## src/sha_pkg.sv

```systemverilog
package sha_pkg;

    typedef struct packed {
        logic [31:0] data_word;
        logic [2:0]  valid_bytes;
        logic        message_last;
    } in_beat_t;

    typedef struct packed {
        logic [31:0] digest_word;
        logic        digest_last;
    } out_beat_t;

    typedef struct packed {
        logic       init_chain;
        logic       clear_len;
        logic       add_len;
        logic       push;
        logic [1:0] push_sel;
        logic       load_work;
        logic       round;
        logic       fold;
        logic       shift_out;
    } sha_cmd_t;

    typedef struct packed {
        logic [3:0] word_pos;
        logic [5:0] round_idx;
    } sha_stat_t;

    localparam logic [1:0] PUSH_DATA = 2'd0;
    localparam logic [1:0] PUSH_PAD  = 2'd1;
    localparam logic [1:0] PUSH_LENH = 2'd2;
    localparam logic [1:0] PUSH_LENL = 2'd3;

    localparam logic [31:0] PAD_WORD = 32'h80000000;

    localparam logic [31:0] ROUND_K [64] = '{
        32'h428a2f98, 32'h71374491, 32'hb5c0fbcf, 32'he9b5dba5,
        32'h3956c25b, 32'h59f111f1, 32'h923f82a4, 32'hab1c5ed5,
        32'hd807aa98, 32'h12835b01, 32'h243185be, 32'h550c7dc3,
        32'h72be5d74, 32'h80deb1fe, 32'h9bdc06a7, 32'hc19bf174,
        32'he49b69c1, 32'hefbe4786, 32'h0fc19dc6, 32'h240ca1cc,
        32'h2de92c6f, 32'h4a7484aa, 32'h5cb0a9dc, 32'h76f988da,
        32'h983e5152, 32'ha831c66d, 32'hb00327c8, 32'hbf597fc7,
        32'hc6e00bf3, 32'hd5a79147, 32'h06ca6351, 32'h14292967,
        32'h27b70a85, 32'h2e1b2138, 32'h4d2c6dfc, 32'h53380d13,
        32'h650a7354, 32'h766a0abb, 32'h81c2c92e, 32'h92722c85,
        32'ha2bfe8a1, 32'ha81a664b, 32'hc24b8b70, 32'hc76c51a3,
        32'hd192e819, 32'hd6990624, 32'hf40e3585, 32'h106aa070,
        32'h19a4c116, 32'h1e376c08, 32'h2748774c, 32'h34b0bcb5,
        32'h391c0cb3, 32'h4ed8aa4a, 32'h5b9cca4f, 32'h682e6ff3,
        32'h748f82ee, 32'h78a5636f, 32'h84c87814, 32'h8cc70208,
        32'h90befffa, 32'ha4506ceb, 32'hbef9a3f7, 32'hc67178f2
    };

    localparam logic [31:0] INIT_H [8] = '{
        32'h6a09e667, 32'hbb67ae85, 32'h3c6ef372, 32'ha54ff53a,
        32'h510e527f, 32'h9b05688c, 32'h1f83d9ab, 32'h5be0cd19
    };

endpackage

```

## src/sha_datapath.sv

```systemverilog
module sha_datapath (
    input  logic               aclk,
    input  logic               aresetn,
    input  sha_pkg::sha_cmd_t  cmd,
    input  logic [31:0]        data_word,
    input  logic [5:0]         len_add,
    output sha_pkg::sha_stat_t stat,
    output logic [31:0]        digest_word
);

    logic [31:0] h_reg [8];
    logic [31:0] v_reg [8];
    logic [31:0] w_reg [16];
    logic [63:0] len_reg;
    logic [3:0]  pos_reg;
    logic [5:0]  rnd_reg;

    logic [31:0] push_word;
    logic [31:0] w15, w2, g0, g1, w_new, w_cur;
    logic [31:0] s1, ch, t1, s0, maj;

    always_comb begin
        unique case (cmd.push_sel)
            sha_pkg::PUSH_DATA: push_word = data_word;
            sha_pkg::PUSH_PAD:  push_word = 32'd0;
            sha_pkg::PUSH_LENH: push_word = len_reg[63:32];
            default:            push_word = len_reg[31:0];
        endcase
        w15 = w_reg[4'(rnd_reg[3:0] - 4'd15)];
        w2 = w_reg[4'(rnd_reg[3:0] - 4'd2)];
        g0 = {w15[6:0], w15[31:7]} ^ {w15[17:0], w15[31:18]} ^ (w15 >> 3);
        g1 = {w2[16:0], w2[31:17]} ^ {w2[18:0], w2[31:19]} ^ (w2 >> 10);
        w_new = w_reg[rnd_reg[3:0]] + g0 + w_reg[4'(rnd_reg[3:0] - 4'd7)] + g1;
        w_cur = (rnd_reg >= 6'd16) ? w_new : w_reg[rnd_reg[3:0]];
        s1 = {v_reg[4][5:0], v_reg[4][31:6]} ^ {v_reg[4][10:0], v_reg[4][31:11]}
            ^ {v_reg[4][24:0], v_reg[4][31:25]};
        ch = (v_reg[4] & v_reg[5]) ^ (~v_reg[4] & v_reg[6]);
        t1 = v_reg[7] + s1 + ch + sha_pkg::ROUND_K[rnd_reg] + w_cur;
        s0 = {v_reg[0][1:0], v_reg[0][31:2]} ^ {v_reg[0][12:0], v_reg[0][31:13]}
            ^ {v_reg[0][21:0], v_reg[0][31:22]};
        maj = (v_reg[0] & v_reg[1]) ^ (v_reg[0] & v_reg[2]) ^ (v_reg[1] & v_reg[2]);
    end

    always_ff @(posedge aclk) begin
        if (!aresetn) begin
            for (int i = 0; i < 8; i++) h_reg[i] <= sha_pkg::INIT_H[i];
            len_reg <= '0;
            pos_reg <= '0;
            rnd_reg <= '0;
        end else begin
            if (cmd.add_len) len_reg <= len_reg + 64'(len_add);
            if (cmd.clear_len) len_reg <= '0;
            if (cmd.push) begin
                w_reg[pos_reg] <= push_word;
                pos_reg <= pos_reg + 4'd1;
            end
            if (cmd.load_work) begin
                for (int i = 0; i < 8; i++) v_reg[i] <= h_reg[i];
                rnd_reg <= '0;
            end
            if (cmd.round) begin
                if (rnd_reg >= 6'd16) w_reg[rnd_reg[3:0]] <= w_new;
                v_reg[7] <= v_reg[6];
                v_reg[6] <= v_reg[5];
                v_reg[5] <= v_reg[4];
                v_reg[4] <= v_reg[3] + t1;
                v_reg[3] <= v_reg[2];
                v_reg[2] <= v_reg[1];
                v_reg[1] <= v_reg[0];
                v_reg[0] <= t1 + s0 + maj;
                rnd_reg <= rnd_reg + 6'd1;
            end
            if (cmd.fold) begin
                for (int i = 0; i < 8; i++) h_reg[i] <= h_reg[i] + v_reg[i];
            end
            if (cmd.shift_out) begin
                for (int i = 0; i < 7; i++) h_reg[i] <= h_reg[i + 1];
                h_reg[7] <= h_reg[0];
            end
            if (cmd.init_chain) begin
                for (int i = 0; i < 8; i++) h_reg[i] <= sha_pkg::INIT_H[i];
                pos_reg <= '0;
            end
        end
    end

    assign stat.word_pos = pos_reg;
    assign stat.round_idx = rnd_reg;
    assign digest_word = h_reg[0];

endmodule

```

## src/sha_control.sv

```systemverilog
module sha_control (
    input  logic               aclk,
    input  logic               aresetn,
    input  logic               s_valid,
    output logic               s_ready,
    input  sha_pkg::in_beat_t  s_beat,
    output logic               m_valid,
    input  logic               m_ready,
    output logic               m_last,
    input  sha_pkg::sha_stat_t stat,
    output sha_pkg::sha_cmd_t  cmd,
    output logic [31:0]        data_word,
    output logic [5:0]         len_add
);

    typedef enum logic [2:0] {
        ST_IDLE, ST_PAD80, ST_ZERO, ST_LENH, ST_LENL, ST_ROUND, ST_FOLD, ST_OUT
    } state_t;

    state_t      state_reg;
    logic        final_reg;
    logic        after_reg;
    logic [2:0]  out_cnt_reg;
    logic [2:0]  nb;
    logic [31:0] keep, padded;
    logic        take;

    assign s_ready = (state_reg == ST_IDLE);
    assign take = s_valid && s_ready;
    assign m_valid = (state_reg == ST_OUT);
    assign m_last = (out_cnt_reg == 3'd7);

    always_comb begin
        nb = (s_beat.valid_bytes > 3'd4) ? 3'd4 : s_beat.valid_bytes;
        unique case (nb)
            3'd0:    keep = 32'h0;
            3'd1:    keep = s_beat.data_word & 32'hff000000;
            3'd2:    keep = s_beat.data_word & 32'hffff0000;
            3'd3:    keep = s_beat.data_word & 32'hffffff00;
            default: keep = s_beat.data_word;
        endcase
        padded = keep | (nb == 3'd4 ? 32'd0 : (sha_pkg::PAD_WORD >> {nb, 3'b000}));
        data_word = sha_pkg::PAD_WORD;
        if (state_reg == ST_IDLE) begin
            data_word = s_beat.message_last ? padded : s_beat.data_word;
        end
        len_add = s_beat.message_last ? {nb, 3'b000} : 6'd32;
        cmd = '0;
        cmd.push_sel = sha_pkg::PUSH_DATA;
        unique case (state_reg)
            ST_IDLE: begin
                cmd.push = take;
                cmd.add_len = take;
            end
            ST_PAD80: cmd.push = 1'b1;
            ST_ZERO: begin
                cmd.push = (stat.word_pos != 4'd14);
                cmd.push_sel = sha_pkg::PUSH_PAD;
            end
            ST_LENH: begin
                cmd.push = 1'b1;
                cmd.push_sel = sha_pkg::PUSH_LENH;
            end
            ST_LENL: begin
                cmd.push = 1'b1;
                cmd.push_sel = sha_pkg::PUSH_LENL;
            end
            ST_ROUND: cmd.round = 1'b1;
            ST_FOLD: cmd.fold = 1'b1;
            ST_OUT: begin
                cmd.shift_out = m_ready;
                cmd.init_chain = m_ready && m_last;
                cmd.clear_len = m_ready && m_last;
            end
            default: ;
        endcase
        cmd.load_work = cmd.push && (stat.word_pos == 4'd15);
    end

    always_ff @(posedge aclk) begin
        if (!aresetn) begin
            state_reg <= ST_IDLE;
            final_reg <= 1'b0;
            after_reg <= 1'b0;
            out_cnt_reg <= '0;
        end else begin
            unique case (state_reg)
                ST_IDLE: if (take) begin
                    final_reg <= s_beat.message_last;
                    if (s_beat.message_last) begin
                        after_reg <= 1'b0;
                        if (stat.word_pos == 4'd15) begin
                            state_reg <= ST_ROUND;
                        end else begin
                            state_reg <= (nb == 3'd4) ? ST_PAD80 : ST_ZERO;
                        end
                        if (nb == 3'd4) after_reg <= 1'b1;
                    end else if (stat.word_pos == 4'd15) begin
                        state_reg <= ST_ROUND;
                    end
                end
                ST_PAD80: begin
                    after_reg <= 1'b0;
                    state_reg <= (stat.word_pos == 4'd15) ? ST_ROUND : ST_ZERO;
                end
                ST_ZERO: begin
                    if (stat.word_pos == 4'd14) state_reg <= ST_LENH;
                    else if (stat.word_pos == 4'd15) state_reg <= ST_ROUND;
                end
                ST_LENH: state_reg <= ST_LENL;
                ST_LENL: begin
                    final_reg <= 1'b0;
                    after_reg <= 1'b1;
                    state_reg <= ST_ROUND;
                end
                ST_ROUND: if (stat.round_idx == 6'd63) state_reg <= ST_FOLD;
                ST_FOLD: begin
                    if (!final_reg && after_reg) begin
                        state_reg <= ST_OUT;
                        out_cnt_reg <= '0;
                    end else if (final_reg && after_reg) begin
                        state_reg <= ST_PAD80;
                    end else if (final_reg) begin
                        state_reg <= ST_ZERO;
                    end else begin
                        state_reg <= ST_IDLE;
                    end
                end
                ST_OUT: if (m_ready) begin
                    out_cnt_reg <= out_cnt_reg + 3'd1;
                    if (m_last) begin
                        state_reg <= ST_IDLE;
                        after_reg <= 1'b0;
                    end
                end
                default: state_reg <= ST_IDLE;
            endcase
        end
    end

`ifndef ASSERT_OFF
    a_no_take_busy: assert property (@(posedge aclk) disable iff (!aresetn)
        (state_reg != ST_IDLE) |-> !s_ready) else $error("ready while busy");
    a_round_run: assert property (@(posedge aclk) disable iff (!aresetn)
        (state_reg == ST_ROUND && stat.round_idx != 6'd63) |=> (state_reg == ST_ROUND))
        else $error("rounds cut short");
    a_out_excl: assert property (@(posedge aclk) disable iff (!aresetn)
        !(m_valid && s_ready)) else $error("output during input");
`endif

endmodule

```

## src/sha256_message_hasher.sv

```systemverilog
// SHA-256 message hasher.
// Input beats on s_valid/s_ready carry a 32-bit big-endian word, a byte count
// and a last flag. Result beats on m_valid/m_ready carry the eight digest
// words, H0 first, with digest_last set on H7.
// Words are taken one per cycle while idle; the word that fills a 16-word
// block starts 64 rounds, one per cycle, then the working values are folded
// into the chain value. The single round unit sets the pace: no word is
// taken until the block's rounds and fold are done.
// A last word adds padding and length words, the final block's rounds and
// fold, and another block when the data leaves no room; then the digest is
// shown over eight beats.
// Input is not taken while rounds run or the digest is being delivered.
// When the receiver stalls, the current digest word holds until taken.
// Reset (aresetn low, synchronous) loads the initial hash values and clears
// the length and word count; a beat is taken from the first edge after release.
module sha256_message_hasher (
    input  logic               aclk,
    input  logic               aresetn,
    input  logic               s_valid,
    output logic               s_ready,
    input  sha_pkg::in_beat_t  s_data,
    output logic               m_valid,
    input  logic               m_ready,
    output sha_pkg::out_beat_t m_data
);

    sha_pkg::sha_cmd_t  cmd;
    sha_pkg::sha_stat_t stat;
    logic [31:0]        word;
    logic [31:0]        digest;
    logic [5:0]         len_add;
    logic               last;

    sha_control u_ctrl (
        .aclk(aclk), .aresetn(aresetn), .s_valid(s_valid), .s_ready(s_ready),
        .s_beat(s_data), .m_valid(m_valid), .m_ready(m_ready), .m_last(last),
        .stat(stat), .cmd(cmd), .data_word(word), .len_add(len_add)
    );

    sha_datapath u_dp (
        .aclk(aclk), .aresetn(aresetn), .cmd(cmd), .data_word(word),
        .len_add(len_add), .stat(stat), .digest_word(digest)
    );

    assign m_data = '{digest_word: digest, digest_last: last};

endmodule
```

## config.mk

```make
export PLATFORM = sky130hd
export DESIGN_NAME = sha256_message_hasher
export DESIGN_NICKNAME = d
export VERILOG_FILES = /design/src/sha_pkg.sv /design/src/sha_datapath.sv /design/src/sha_control.sv /design/src/sha256_message_hasher.sv
export SDC_FILE = /design/constraint.sdc
export NUM_CORES = 2
export LEC_CHECK = 0
export BUFFER_PORTS_ARGS = -buffer_cell sky130_fd_sc_hd__clkbuf_2
export CORE_MARGIN = 2
export CORE_UTILIZATION = 55
export DETAILED_ROUTE_END_ITERATION = 8
export GPL_ROUTABILITY_DRIVEN = 1
export PLACE_DENSITY = 0.73
export SLEW_MARGIN = 20
export SYNTH_ARGS = -nofsm -noshare
export SYNTH_HDL_FRONTEND = slang
export SYNTH_SLANG_ARGS = --single-unit
```

## constraint.sdc

```tcl
create_clock -name aclk -period 31.4 [get_ports aclk]
set_clock_uncertainty 0.1 [all_clocks]
set_input_delay 4.71 -clock aclk [delete_from_list [all_inputs] [get_ports aclk]]
set_output_delay 4.71 -clock aclk [all_outputs]
set_load 0.005 [all_outputs]
```

==> results.yml <==
outcome:
  status: "finished clean"
yosys:
  ys_types: 94
  synth-xor-area-share_pct: 6.865
  ys_warn_count: 0
  yosys.area_share.simple_pct: 10.56
  yosysSeqAreaShare_pct: 38.34
  synthMuxAreaShare_pct: 15.16
  syn-num-nets: 8181
  avgSynthCellArea_sq_um: 10.77
  synth_seq_cells: 1107
  synth_top_family_by_area: "multiplexers"
  synth_fa_ha_area_share_pct: 11.34
  syn_area_sq_um: 81190
  synth_edf_count: 896
  ys.flop_type: "edfxtp_1"
  synth_compound_area_share_pct: 13.47
  synthArstFlopShare_pct: 0
  synthCells: 7539
finish:
  ff_latch_area_sq_um: 31150
  largest_register_ffs: 512
  layout_common_cells: "nand2_1, edfxtp_1, mux4_2"
  fillCellCount: 11670
  final_common_cell: "nand2_1"
  multi_input_area_sq_um: 46860
  nets: 8044
  drive_gt1_share_pct: 13.55
  areaGrowthSynthToFinish_pct: 8.113
route:
  avgViaCountPerCell: 6.896
  drc_errors: 0
  drt-initial-drc-count: 8803
  postRouteAntennaNets: 0
  routedWlPerCell_um: 30.75
  first_pass_iters: 7
  via_count: 65020
  finalWirelength_mm: 290.0
critical_path:
  crit_buf_inv: 6
  crit_start: "u_dp.rnd_reg[0]"
  crit_family: "adder cells"
  required_ns: 31.81
  cp.arrival_ns: 15.54
  r2r-start: "u_dp.rnd_reg[0]"
  reg2reg_depth: 48
  crit_path_start_kind: "flip-flop"
  crit_slowest_cell: "dfxtp_4"
  path_depth: 48
  worstSetupPathType: "reg -> reg"
  reg2reg_slack_ns: 16.27
  r2r-end: "u_dp.v_reg[0][31]"
  crit_path_end: "u_dp.v_reg[0][31]"
  worstPathMaxFanout: 58
  slowest_delay_ns: 0.96
  worstSetupEndpointType: "flip-flop"
run:
  max-cap-violations: 0
clocking:
  cts_tree: "built"
  numCtsBuffers: 131
  cts_setup_buffers: 0
  clock_latency_ns: 0.80
  clk_pin_slew_worst_paths_ns: 0.06
  clockBufferDepth: 3
  cts_hold_buf: 0
  postCtsResizedCells: 0
  htree_num_levels: 4
  cts_root_buf: "clkbuf_16"
  cts.sinks: 1107
power_and_ir_drop:
  p_leak_uw: 0.03233
  pwr_density_cell_nw_per_um2: 95.16
  vdd_drop_max_v: 0.00009151
floorplanning:
  core.rowCount: 140
  die_h_um: 388.2
  initial_core_util_pct: 55.58
  die_area_sq_um: 150700
  ios: 75
  coreArea_sq_um: 146100
  die_x_um: 388.2
place:
  portBuffers: 74
  dpl.hpwl_mm: 202.3
  gp_congestion: 1.022
hold_path:
  hp-class: "reg -> reg"
sta:
  finalCritPeriodShare_pct: 48.20
  grt_setup_unrepaired: "no"
  hold_viol: 0
  finalSetupViolCount: 0
  fmax_mhz: 66.08
  drv_slew: 0
  tns_ns: 0
  slew_headroom_pct: 15.45
  finalCriticalPeriod_ns: 15.13
  hold_ws_ns: 0.3934
  worst_pin_slew_ns: 1.268
global_route:
  grt_max_degree: 152
  grt_pass1_vias: 63700
  grt_pass1_wl_mm: 424.2
  antenna_found_initial: 4
  grt_usage_pct: 38.09
  grt_overflow: 0
-- cells in the mapped netlist (211+ instances only) --
library cell | instances | share of area, %
o21ai_0 | 453 | 2.8
dfxtp_1 | 211 | 5.2
nand2_1 | 1041 | 4.8
clkbuf_1 | 337 | 1.6
ha_1 | 406 | 6.3
mux4_2 | 512 | 14
inv_1 | 402 | 1.9
nor2_1 | 451 | 2.1
xnor2_1 | 384 | 4.1
a21oi_1 | 472 | 2.9
edfxtp_1 | 896 | 33
xor2_1 | 248 | 2.7
-- how the worst min path moves through the flow --
stage                 startpoint                end  slack (ns)  depth (start not counted)
2_1_floorplan   u_dp.len_reg[51]   u_dp.len_reg[51]        0.35                          2
3_3_place_gp   u_dp.h_reg[1][64]  u_dp.h_reg[1][32]        0.37                          2
3_5_place_dp     u_dp.len_reg[3]    u_dp.len_reg[3]        0.38                          2
4_1_cts          u_dp.len_reg[3]    u_dp.len_reg[3]        0.39                          2
5_1_grt          u_dp.len_reg[3]    u_dp.len_reg[3]        0.41                          2
6_report         u_dp.len_reg[3]    u_dp.len_reg[3]        0.39                          2
-- logic make-up after synthesis --
family	count (synthesis)
multiplexers	589
AND/OR/NAND/NOR	1983
XOR/XNOR	634
adder cells (fa/ha/maj)	622
flip-flops	1107
buffers and inverters	875
AO/OA/AOI/OAI	1729
-- cell type report --
| type | instances | area share, % |
|---|---|---|
| clock inverter | 65 | 0.9906 |
| multi-input combinational | 5557 | 53.39 |
| timing repair buffer | 200 | 1.515 |
| clock buffer | 177 | 4.142 |
| antenna | 1 | 0.002851 |
| tap | 1917 | 2.732 |
| sequential | 1107 | 35.49 |
| inverter | 405 | 1.738 |
-- worst register-to-register path: cells and delay by family (launching register included) --
family / cells / cell delay [ns]
AO/OA/AOI/OAI: 19 / 4.04
XOR/XNOR: 6 / 1.18
adder cells (fa/ha/maj): 10 / 4.50
buffers and inverters: 6 / 2.42
flip-flops: 1 / 0.96
multiplexers: 2 / 0.87
AND/OR/NAND/NOR: 5 / 0.83
-- metal layers --
layer	global-route usage (%)	share of wire, %	vias to the layer above
met5	0	0	-
met4	28.60	9.0	0
met3	8.451	11	1104
met2	60.52	46	4464
met1	45.53	34	31860
li1	-	-	27600
-- report_power, final --
group	total [uW]	leakage [uW]	internal, uW	switching, uW
Sequential	1840	0.00967	1760	87.1
Combinational	4910	0.0205	1950	2960
Clock	1600	0.00219	920	680
Total	8350	0.0323	4630	3720
-- stage by stage --
| step | util (%) | instance area (sq um) | worst slack [ns] | std cells | power (uW) |
|---|---|---|---|---|---|
| 6_report | 60.09 | 87780 | 16.27 | 9429 | 8354 |
| 4_1_cts | 60.07 | 87760 | 16.23 | 9428 | 8251 |
| 3_5_place_dp | 56.99 | 83250 | 16.29 | 9186 | 6639 |
| 3_3_place_gp | 56.97 | 83230 | 16.32 | 9184 | 6594 |
| 5_1_grt | 60.09 | 87780 | 15.23 | 9428 | 8868 |
| 2_1_floorplan | - | 81190 | 13.73 | 7539 | 5392 |
No activity file was read; power rests on OpenSTA's default activity.
